**config.mk**
```make
export PLATFORM = sky130hd
export DESIGN_NAME = value_list_delete_and_successor
export DESIGN_NICKNAME = d
export VERILOG_FILES = /design/src/hw/rtl/vlds_pkg.sv /design/src/hw/rtl/value_list_delete_and_successor.sv /design/src/hw/rtl/vlds_ram.sv /design/src/hw/rtl/vlds_ctrl.sv
export SDC_FILE = /design/constraint.sdc
export NUM_CORES = 2
export LEC_CHECK = 0
export BUFFER_PORTS_ARGS = -buffer_cell sky130_fd_sc_hd__buf_2
export CORE_MARGIN = 5
export CORE_UTILIZATION = 31
export CTS_CLUSTER_DIAMETER = 40
export DETAILED_ROUTE_END_ITERATION = 8
export GPL_TIMING_DRIVEN = 0
export PLACE_DENSITY = 0.52
export SLEW_MARGIN = 20
export SYNTH_ARGS = -nofsm -noshare
export SYNTH_HDL_FRONTEND = slang
export SYNTH_SLANG_ARGS = --single-unit
```
**constraint.sdc**
```tcl
create_clock -name aclk -period 5.7 [get_ports aclk]
set_input_delay 1.71 -clock aclk [delete_from_list [all_inputs] [get_ports aclk]]
set_output_delay 1.71 -clock aclk [all_outputs]
set_load 0.01 [all_outputs]
```
**src/hw/rtl/vlds_pkg.sv**
```systemverilog
// shared types and constants for the value list delete and successor block
package vlds_pkg;

    localparam int DEF_CAPACITY = 64;
    localparam int VALUE_W      = 32;
    localparam int COUNT_W      = 7;
    localparam int OP_W         = 2;
    localparam int STATUS_W     = 2;

    typedef enum logic [OP_W-1:0] {
        OP_APPEND = 2'd0,
        OP_DELETE = 2'd1,
        OP_SUCC   = 2'd2
    } op_t;

    typedef enum logic [STATUS_W-1:0] {
        ST_DONE = 2'd0,
        ST_MISS = 2'd1,
        ST_FULL = 2'd2
    } status_t;

    typedef enum logic [1:0] {
        S_CLEAR,
        S_IDLE,
        S_SCAN,
        S_FINISH
    } vlds_state_t;

    typedef struct packed {
        status_t              status;
        logic [COUNT_W-1:0]   count;
        logic [VALUE_W-1:0]   value;
    } vlds_result_t;

endpackage

```
**src/hw/rtl/value_list_delete_and_successor.sv**
```systemverilog
// top level: bounded value table with append, delete and successor search
//
// Requests enter on the s_ channel: s_tuser carries the request kind (append,
// delete first match, successor query) and s_tdata the value or key. Each
// request yields exactly one transfer on the m_ channel: m_tuser carries the
// status (done, miss, full), m_tdata the successor value (zero unless a query
// finds one) and the entry count after the request.
// The table lives in one ram of CAPACITY slots, each a valid bit and a value,
// with registered read. A request scans the slots one per cycle in order;
// append writes the first free slot and delete the first matching one, each
// stopping there, and a successor query reads every slot. One request is
// handled at a time; the next is taken as soon as m_tvalid rises.
// After reset a clearing pass writes every slot invalid, during which s_tready
// stays low. The result sits in an output register, so a stalled receiver does
// not block acceptance of the next request; the sequencer holds its finished
// result until that register is free.
module value_list_delete_and_successor
    import vlds_pkg::*;
#(
    parameter int CAPACITY = DEF_CAPACITY
) (
    input  logic        aclk,
    input  logic        aresetn,
    input  logic        s_tvalid,
    output logic        s_tready,
    input  logic [31:0] s_tdata,   // [31:0] value
    input  logic [1:0]  s_tuser,   // [1:0] op
    output logic        m_tvalid,
    input  logic        m_tready,
    output logic [39:0] m_tdata,   // [31:0] result_value, [38:32] entry_count, [39] zero
    output logic [1:0]  m_tuser    // [1:0] status
);

    localparam int IDX_W = $clog2(CAPACITY);

    logic               ram_we;
    logic [IDX_W-1:0]   ram_waddr;
    logic [VALUE_W:0]   ram_wdata;
    logic               ram_re;
    logic [IDX_W-1:0]   ram_raddr;
    logic [VALUE_W:0]   ram_rdata;

    logic               res_valid;
    logic               res_ready;
    vlds_result_t       res;

    logic               m_tvalid_reg, m_tvalid_next;
    vlds_result_t       out_reg, out_next;

    vlds_ram #(
        .WIDTH (VALUE_W + 1),
        .DEPTH (CAPACITY)
    ) u_ram (
        .aclk  (aclk),
        .we    (ram_we),
        .waddr (ram_waddr),
        .wdata (ram_wdata),
        .re    (ram_re),
        .raddr (ram_raddr),
        .rdata (ram_rdata)
    );

    vlds_ctrl #(
        .CAPACITY (CAPACITY)
    ) u_ctrl (
        .aclk      (aclk),
        .aresetn   (aresetn),
        .in_valid  (s_tvalid),
        .in_ready  (s_tready),
        .in_op     (op_t'(s_tuser)),
        .in_value  (s_tdata),
        .res_valid (res_valid),
        .res_ready (res_ready),
        .res       (res),
        .ram_we    (ram_we),
        .ram_waddr (ram_waddr),
        .ram_wdata (ram_wdata),
        .ram_re    (ram_re),
        .ram_raddr (ram_raddr),
        .ram_rdata (ram_rdata)
    );

    assign res_ready = !m_tvalid_reg || m_tready;

    always_comb begin
        m_tvalid_next = m_tvalid_reg;
        out_next      = out_reg;
        if (res_valid && res_ready) begin
            m_tvalid_next = 1'b1;
            out_next      = res;
        end else if (m_tready) begin
            m_tvalid_next = 1'b0;
        end
    end

    always_ff @(posedge aclk) begin
        if (!aresetn) begin
            m_tvalid_reg <= 1'b0;
        end else begin
            m_tvalid_reg <= m_tvalid_next;
        end
    end

    always_ff @(posedge aclk) begin
        out_reg <= out_next;
    end

    assign m_tvalid = m_tvalid_reg;
    assign m_tdata  = {1'b0, out_reg.count, out_reg.value};
    assign m_tuser  = out_reg.status;

endmodule

```
**src/hw/rtl/vlds_ram.sv**
```systemverilog
// generic single write, single read ram with registered read data
module vlds_ram #(
    parameter int WIDTH = 33,
    parameter int DEPTH = 64
) (
    input  logic                     aclk,
    input  logic                     we,
    input  logic [$clog2(DEPTH)-1:0] waddr,
    input  logic [WIDTH-1:0]         wdata,
    input  logic                     re,
    input  logic [$clog2(DEPTH)-1:0] raddr,
    output logic [WIDTH-1:0]         rdata
);

    logic [WIDTH-1:0] mem [DEPTH];
    logic [WIDTH-1:0] rdata_reg;

    always_ff @(posedge aclk) begin
        if (we) begin
            mem[waddr] <= wdata;
        end
        if (re) begin
            rdata_reg <= mem[raddr];
        end
    end

    assign rdata = rdata_reg;

endmodule

```
**src/hw/rtl/vlds_ctrl.sv**
```systemverilog
// request sequencer: clearing pass, slot scan with read-modify-write, result build
module vlds_ctrl
    import vlds_pkg::*;
#(
    parameter int CAPACITY = DEF_CAPACITY
) (
    input  logic                        aclk,
    input  logic                        aresetn,
    input  logic                        in_valid,
    output logic                        in_ready,
    input  op_t                         in_op,
    input  logic [VALUE_W-1:0]          in_value,
    output logic                        res_valid,
    input  logic                        res_ready,
    output vlds_result_t                res,
    output logic                        ram_we,
    output logic [$clog2(CAPACITY)-1:0] ram_waddr,
    output logic [VALUE_W:0]            ram_wdata,
    output logic                        ram_re,
    output logic [$clog2(CAPACITY)-1:0] ram_raddr,
    input  logic [VALUE_W:0]            ram_rdata
);

    localparam int IDX_W = $clog2(CAPACITY);
    localparam int CNT_W = $clog2(CAPACITY + 1);
    localparam logic [IDX_W:0]   CAP_L  = (IDX_W + 1)'(CAPACITY);
    localparam logic [IDX_W-1:0] LAST_L = IDX_W'(CAPACITY - 1);

    vlds_state_t state_reg, state_next;
    op_t                op_reg, op_next;
    logic [VALUE_W-1:0] key_reg, key_next;
    logic [IDX_W:0]     issue_cnt_reg, issue_cnt_next;
    logic               cmp_vld_reg, cmp_vld_next;
    logic [IDX_W-1:0]   cmp_idx_reg, cmp_idx_next;
    logic               have_reg, have_next;
    logic [VALUE_W-1:0] best_reg, best_next;
    logic [CNT_W-1:0]   count_reg, count_next;
    status_t            status_reg, status_next;
    logic [VALUE_W-1:0] res_value_reg, res_value_next;

    logic               slot_valid;
    logic [VALUE_W-1:0] slot_value;
    logic               hit;
    logic               scan_end;
    logic [CNT_W+COUNT_W-1:0] count_ext;

    assign slot_valid = ram_rdata[VALUE_W];
    assign slot_value = ram_rdata[VALUE_W-1:0];

    always_ff @(posedge aclk) begin
        if (!aresetn) begin
            state_reg     <= S_CLEAR;
            issue_cnt_reg <= '0;
            cmp_vld_reg   <= 1'b0;
            have_reg      <= 1'b0;
            count_reg     <= '0;
        end else begin
            state_reg     <= state_next;
            issue_cnt_reg <= issue_cnt_next;
            cmp_vld_reg   <= cmp_vld_next;
            have_reg      <= have_next;
            count_reg     <= count_next;
        end
    end

    always_ff @(posedge aclk) begin
        op_reg        <= op_next;
        key_reg       <= key_next;
        cmp_idx_reg   <= cmp_idx_next;
        best_reg      <= best_next;
        status_reg    <= status_next;
        res_value_reg <= res_value_next;
    end

    always_comb begin
        state_next     = state_reg;
        op_next        = op_reg;
        key_next       = key_reg;
        issue_cnt_next = issue_cnt_reg;
        cmp_vld_next   = 1'b0;
        cmp_idx_next   = cmp_idx_reg;
        have_next      = have_reg;
        best_next      = best_reg;
        count_next     = count_reg;
        status_next    = status_reg;
        res_value_next = res_value_reg;
        in_ready       = 1'b0;
        res_valid      = 1'b0;
        ram_we         = 1'b0;
        ram_waddr      = cmp_idx_reg;
        ram_wdata      = '0;
        ram_re         = 1'b0;
        ram_raddr      = issue_cnt_reg[IDX_W-1:0];
        hit            = 1'b0;
        scan_end       = 1'b0;

        unique case (state_reg)
            S_CLEAR: begin
                ram_we    = 1'b1;
                ram_waddr = issue_cnt_reg[IDX_W-1:0];
                if (issue_cnt_reg[IDX_W-1:0] == LAST_L) begin
                    issue_cnt_next = '0;
                    state_next     = S_IDLE;
                end else begin
                    issue_cnt_next = issue_cnt_reg + 1'b1;
                end
            end
            S_IDLE: begin
                in_ready = 1'b1;
                if (in_valid) begin
                    op_next        = in_op;
                    key_next       = in_value;
                    issue_cnt_next = '0;
                    have_next      = 1'b0;
                    best_next      = '0;
                    res_value_next = '0;
                    unique case (in_op) inside
                        OP_APPEND, OP_DELETE, OP_SUCC: state_next = S_SCAN;
                        default: begin
                            status_next = ST_MISS;
                            state_next  = S_FINISH;
                        end
                    endcase
                end
            end
            S_SCAN: begin
                // evaluate the slot whose read data arrived this cycle
                if (cmp_vld_reg) begin
                    unique case (op_reg)
                        OP_APPEND: begin
                            if (!slot_valid) begin
                                hit       = 1'b1;
                                ram_we    = 1'b1;
                                ram_wdata = {1'b1, key_reg};
                            end
                        end
                        OP_DELETE: begin
                            if (slot_valid && slot_value == key_reg) begin
                                hit       = 1'b1;
                                ram_we    = 1'b1;
                                ram_wdata = '0;
                            end
                        end
                        default: begin
                            if (slot_valid && $signed(slot_value) > $signed(key_reg) &&
                                (!have_reg || $signed(slot_value) < $signed(best_reg))) begin
                                have_next = 1'b1;
                                best_next = slot_value;
                            end
                        end
                    endcase
                    scan_end = hit || (cmp_idx_reg == LAST_L);
                end

                if (scan_end) begin
                    state_next = S_FINISH;
                    unique case (op_reg)
                        OP_APPEND: begin
                            status_next = hit ? ST_DONE : ST_FULL;
                            if (hit) begin
                                count_next = count_reg + 1'b1;
                            end
                        end
                        OP_DELETE: begin
                            status_next = hit ? ST_DONE : ST_MISS;
                            if (hit) begin
                                count_next = count_reg - 1'b1;
                            end
                        end
                        default: begin
                            status_next    = have_next ? ST_DONE : ST_MISS;
                            res_value_next = have_next ? best_next : '0;
                        end
                    endcase
                end else if (issue_cnt_reg < CAP_L) begin
                    ram_re         = 1'b1;
                    cmp_vld_next   = 1'b1;
                    cmp_idx_next   = issue_cnt_reg[IDX_W-1:0];
                    issue_cnt_next = issue_cnt_reg + 1'b1;
                end
            end
            S_FINISH: begin
                res_valid = 1'b1;
                if (res_ready) begin
                    state_next = S_IDLE;
                end
            end
            default: state_next = S_IDLE;
        endcase
    end

    // entry count carries its low bits only
    assign count_ext  = {{COUNT_W{1'b0}}, count_reg};
    assign res.status = status_reg;
    assign res.count  = count_ext[COUNT_W-1:0];
    assign res.value  = res_value_reg;

endmodule
```
* Yosys cells after proc, flatten, opt, wreduce, memory -nomap -nowiden
Memory sizes are Yosys's and may differ from the RTL's. A register that Yosys moved wholly into a read port is not among the register bits.
Index checks and enable logic that the tools add are counted.
** Cells by class
- Add/sub/neg operators :: 3
- Multiply operators :: 0
- Divide/modulo/power cells :: 0
- $lt $le $gt $ge :: 3
- Equality and inequality tests :: 19
- Shift operators :: 0
- Multiplexer cells :: 62
- Bitwise operators :: 1
- Reduce and logical (&&, ||, !) cells :: 26
** Operators by type and width (number)
- 32-bit 2-to-1 mux :: 7
- 33-bit 2-to-1 mux :: 4
- 32-bit case mux with 2 select lines :: 2
- 7-bit 2-to-1 mux :: 6
- 32-bit == test :: 1
- 32-bit > comparator :: 1
- 32-bit less-than comparator :: 1
- 1-bit 2-to-1 mux :: 26
- 7-bit case mux with 3 select lines :: 1
- 2-bit 2-to-1 mux :: 8
- 4-bit AND reduction :: 4
- 7-bit by 1-bit adder with 7-bit output, second input constant :: 2
- 7-bit case mux with 2 select lines :: 1
- 6-bit == test, second input constant :: 2
- 2-bit by 1-bit != test with 1-bit output, second input constant :: 5
- 2-bit != test, second input constant :: 5
- 2-bit case mux with 2 select lines :: 2
- 2-bit case mux with 4 select lines :: 1
- 7-bit less-than comparator, second input constant :: 1
- 7-bit by 1-bit subtractor with 7-bit output, second input constant :: 1
- 2-bit by 1-bit == test with 1-bit output, second input constant :: 3
- 2-bit == test, second input constant :: 3
- 2-bit zero test :: 3
- 6-bit 2-to-1 mux :: 1
- 12 further kinds :: 23
** Storage, ports and cells
- Flip-flop bits (word level) :: 166
- Bits in latches :: 0
- Memory bits (writable) :: 2112
- Bits in read-only memories :: 0
- Bits of input ports :: 38
- Output and inout bits :: 44
- Logic and storage cells :: 130
- Memories :: 1
** Memory list
- u_ram.mem :: depth 64, width 33, read ports 1, clocked after Yosys merged registers in 1, wr ports 1, RTL line vlds_ram.sv:15 : logic [WIDTH-1:0] mem [DEPTH];

* Longest topological paths before layout
- Depth after elaboration :: 12
- Depth in mapped cells :: 12

* Hierarchy
Synthesis repeated with hierarchy kept, for this count alone.
** Second synthesis, totals
- Cell total of the unflattened synthesis :: 4351
- Area, all modules :: 90433.0 um2
** Modules (own cells, without submodules)
- vlds_ram :: times used 1, cells each 3598, area an instance 81528.2 um2, sequential area each 64411.8 um2
- vlds_ctrl :: times used 1, cells each 705, area an instance 7604.8 um2, sequential area each 3543.4 um2
- value_list_delete_and_successor :: times used 1, cells each 48, area an instance 1300.0 um2, sequential area each 1251.2 um2

* Least setup slack after synthesis
Ideal clock, no wire load.
- Path type :: input to register
- From :: input port s_tvalid
- To :: register u_ctrl.res_value_reg[0], enable pin
- Setup time :: 432 ps
- Arrival :: 4411 ps
- Data required time :: 5268 ps
- Slack :: 857 ps
- Cell stages on the path :: 3
- Buffers on the path :: 0
- Cells stage by stage :: and2_1 a21oi_1 a21oi_1
** On the way
- Word-level cells in the longest chain between the ends :: 2
** Ends and longest elaborated chain
- start: declaration :: RTL line value_list_delete_and_successor.sv:24 : input logic s_tvalid,
- 2-bit != test (no line)
- 4-bit AND reduction (no line)
- end signal: assignment :: RTL line vlds_ctrl.sv:72 : res_value_reg <= res_value_next;
- end: declaration :: RTL line vlds_ctrl.sv:39 : logic [VALUE_W-1:0] res_value_reg, res_value_next;
Every way passes these cells.
A chain may end at the register's enable or synchronous reset.

* Final worst setup path
- From :: register u_ctrl.key_reg[12]
- To :: memory u_ram.mem[59][16], enable pin
** On the way
- Word-level cells in the longest chain between the ends :: 8
** Ends and longest elaborated chain
- start: declaration :: RTL line vlds_ctrl.sv:31 : logic [VALUE_W-1:0] key_reg, key_next;
- start signal: assignment :: RTL line vlds_ctrl.sv:68 : key_reg <= key_next;
- 32-bit == test :: RTL line vlds_ctrl.sv:138 : if (slot_valid && slot_value == key_reg) begin
- 1-bit logical AND :: RTL line vlds_ctrl.sv:138
- 1-bit 2-to-1 mux :: RTL line vlds_ctrl.sv:138
- 1-bit case mux with 2 select lines :: RTL line vlds_ctrl.sv:129 : unique case (op_reg)
- 1-bit 2-to-1 mux :: RTL line vlds_ctrl.sv:128 : if (cmp_vld_reg) begin
- 1-bit case mux with 2 select lines :: RTL line vlds_ctrl.sv:97 : unique case (state_reg)
- 1-bit 2-to-1 mux :: RTL line vlds_ram.sv:19 : if (we) begin
- 1-bit 2-to-1 mux (implied by the code) :: RTL line vlds_ram.sv:20 : mem[waddr] <= wdata;
- end: declaration :: RTL line vlds_ram.sv:15
Every way passes these cells.

==> results.cfg <==
[run_status]
status = complete, no violations

[worst_setup_path]
cp_slowest_cell = nor3_1
crit_family = simple AND/OR/NAND/NOR gates
crit_path_start_kind = flip-flop
crit_type = reg2reg
reg2reg_setup_slack_ns = 0.24
worstPathCellList = inv_1 -> ha_1 -> nand4_1 -> nor3_1 -> nand4b_1 -> a21oi_4 -> nand2_1 -> o21ai_1 -> nand2_1 -> nor2_4 -> buf_16 -> buf_16
crit_required_ns = 6.29
crit_path_end_kind = flip-flop
crit_fanout = 13
path_buf_inv = 3
slowest_delay_ns = 0.75
critPathArrivalTime_ns = 6.05

[place]
place_congestion = 0.838
port_buffers = 80
place_inst = 7975
dp_hpwl_mm = 180

[clocking]
root_buffer = clkbuf_16
clock-sinks = 2311
clk_pin_slew_ns = 0.06
cts_buffers = 348
cts_tree = done
postCtsSetupBuffers = 0
htree_num_levels = 5
clock_latency_ns = 0.96
cts.path.max_buffers = 4

[sta]
hold_viol = 0
finalSetupTns_ns = 0
rsz0062_at_grt = false
skew_ns = 0.0839
worstMarginPinSlew_ns = 1.19
final_max_slew_viol_count = 0
period_minus_slack_ns = 5.46
fin_hold_ws_ns = 0.409
max_freq_mhz = 183
timing.slew.headroom_pct = 20.6
finalSetupViolCount = 0
timing.final.crit_share_pct = 95.8

[synthesis]
ys_seq_area_share_pct = 77.1
synth-compound-area-share_pct = 0.677
synthDistinctLibCells = 58
ys_ff_latch = 2311
async_flop_share_pct = 0
synthCells = 3854
synth.area.mux_share_pct = 18.2
syn_area_per_cell_um2 = 23.3
synth_top_family_by_area = multiplexers
synth_edf_count = 2292
synth_xor_area_share_pct = 0.0878
syn_nets = 3966
synthAdderAreaFrac_pct = 1.04
ys.flop_type = edfxtp_1
synth-simple-area-share_pct = 1.65
yosys_warnings = 0
syn_area_mm2 = 0.0898

[detailed_routing]
post_drt_wl_per_cell_um = 29.7
drtIter0Drc = 4917
vias = 44100
ant_nets = 0
viasPerCell = 5.13
drcViolationCount = 0
totalWireLength_mm = 255
dr.pass1.iters = 5

[floorplanning]
core-area_mm2 = 0.288
die_w_um = 548
start_util_pct = 31.2
fp.dieH_um = 548
ios = 82
dieArea_mm2 = 0.300
std_cell_rows = 197

[grt]
grt_pass1_wl_mm = 357
gr-usage-all-layers_pct = 16.8
overflow = 0
grt_pass1_vias = 45100
grt_max_degree = 38
antenna_found_initial = 13

[cells_and_area]
layout.nets = 4656
largest_register_ffs = 2112
final_layout_size_suffix_gt1_share_pct = 36.9
instances_no_fill = 8601
area_growth_pct = 23.9

[power_and_ir_drop]
peakVddDrop_mv = 0.338
power_density_mw_per_mm2 = 365
leakage_nw = 33.8

[min_path]
hold_path.class = reg2reg

[run]
cap_violations = 0
==> area by class of cell <==
type	count	area [um2]
Multi-Input combinational cell	1278	20100
Inverter	79	297
Tap cell	3781	4730
Sequential cell	2311	69200
Clock buffer	395	9100
Buffer	186	865
Timing Repair Buffer	340	4560
Fill cell	25400	177000
Antenna cell	11	27.5
Clock inverter	220	2330
==> synthesized netlist by cell type, types with 2 or more instances <==
cell type | count | area share, %
edfxtp_1 | 2292 | 77
mux4_2 | 693 | 17
nand2_1 | 148 | 0.62
nor2_1 | 86 | 0.36
clkbuf_1 | 85 | 0.36
inv_1 | 78 | 0.33
ha_1 | 73 | 1.0
mux2i_1 | 71 | 0.79
buf_2 | 44 | 0.25
nor3_1 | 38 | 0.21
buf_1 | 37 | 0.15
a21oi_1 | 31 | 0.17
o21ai_0 | 21 | 0.12
dfxtp_1 | 19 | 0.42
buf_4 | 17 | 0.14
nand4_1 | 13 | 0.091
nand3_1 | 12 | 0.067
nor2b_1 | 11 | 0.077
xnor2_1 | 6 | 0.059
and2_1 | 5 | 0.035
and4_1 | 5 | 0.049
a21o_1 | 4 | 0.033
a221oi_1 | 4 | 0.039
and3_1 | 3 | 0.021
buf_6 | 3 | 0.038
nand2b_1 | 3 | 0.021
o211a_1 | 3 | 0.033
o211ai_1 | 3 | 0.025
o21a_1 | 3 | 0.025
o31ai_1 | 3 | 0.025
xor2_1 | 3 | 0.029
a21boi_0 | 2 | 0.017
a31oi_1 | 2 | 0.014
a32o_1 | 2 | 0.022
nand4b_1 | 2 | 0.020
nor3b_1 | 2 | 0.017
o21ai_1 | 2 | 0.011
o311a_1 | 2 | 0.022
o31a_1 | 2 | 0.020
o32ai_1 | 2 | 0.020
or3_1 | 2 | 0.014
==> routing by layer <==
metal  wire length, um  up-vias  global-route usage [%]
met1            106000    24100                    22.8
met3             17300      396                    3.35
li1                  -    17900                       -
met5                13        -                       0
met4             10300        2                    6.46
met2            121000     1723                    26.8
==> where the power goes <==
part	total, mW	switching, mW	internal, mW
logic	1.25	0.783	0.464
registers	18.5	0.0169	18.5
clock network	20.8	7.79	13.1
==> path summary, 6_finish.rpt <==
kind,start,end,cells after the start
max,u_ctrl.key_reg[12]$_DFFE_PP_,u_ram.mem[59][16]$_DFFE_PP_,12
min reg2reg,u_ctrl.res_value_reg[9]$_SDFFCE_PN0P_,m_tdata[9]$_DFFE_PP_,0
min,u_ctrl.res_value_reg[9]$_SDFFCE_PN0P_,m_tdata[9]$_DFFE_PP_,0
max reg2reg,u_ctrl.key_reg[12]$_DFFE_PP_,u_ram.mem[59][16]$_DFFE_PP_,12
==> kinds of logic (layout without fill, tap and decap cells) <==
logic type | after synthesis | in the layout
flops | 2311 | 2311
mux | 765 | 765
simple gates | 335 | 335
buf+inv | 265 | 1220
compound gates | 94 | 94
fa+ha+maj | 74 | 74
xor+xnor | 9 | 9
other cells | 1 | 12
==> stage by stage <==
step	util [%]	power (mW)	instance area [um2]	worst slack [ns]
after CTS	38.6	41.0	111000	0.118
after global routing	38.6	41.8	111000	0.274
after detailed placement	34.6	20.1	99800	0.154
final	38.6	40.6	111000	0.241
after global placement	32.9	20.1	94900	-4.23
after floorplan	-	19.6	89800	0.857
==> placed cells by master, fill, tap and decap left out, types with 31 or more instances in the layout <==
| cell type | Yosys | final |
|---|---|---|
| edfxtp_1 | 2292 | 2292 |
| mux4_2 | 693 | 693 |
| clkbuf_16 | 0 | 357 |
| nand2_1 | 148 | 148 |
| buf_2 | 44 | 130 |
| clkbuf_1 | 85 | 110 |
| buf_4 | 17 | 85 |
| inv_1 | 78 | 77 |
| ha_1 | 73 | 73 |
| mux2i_1 | 71 | 71 |
| buf_6 | 3 | 67 |
| nor2_4 | 0 | 65 |
| buf_16 | 0 | 61 |
| buf_12 | 0 | 49 |
| clkinv_2 | 0 | 44 |
| clkinvlp_4 | 0 | 34 |
| inv_6 | 0 | 33 |
| bufinv_16 | 0 | 33 |
| clkinv_1 | 0 | 33 |
| nor3_2 | 0 | 31 |
==> timing repair <==
item	in CTS	in global routing
hold buffers	0	0
gates resized for setup	0	1
endpoints found under the setup margin	0	17
Power figures use the tool's default switching activity.
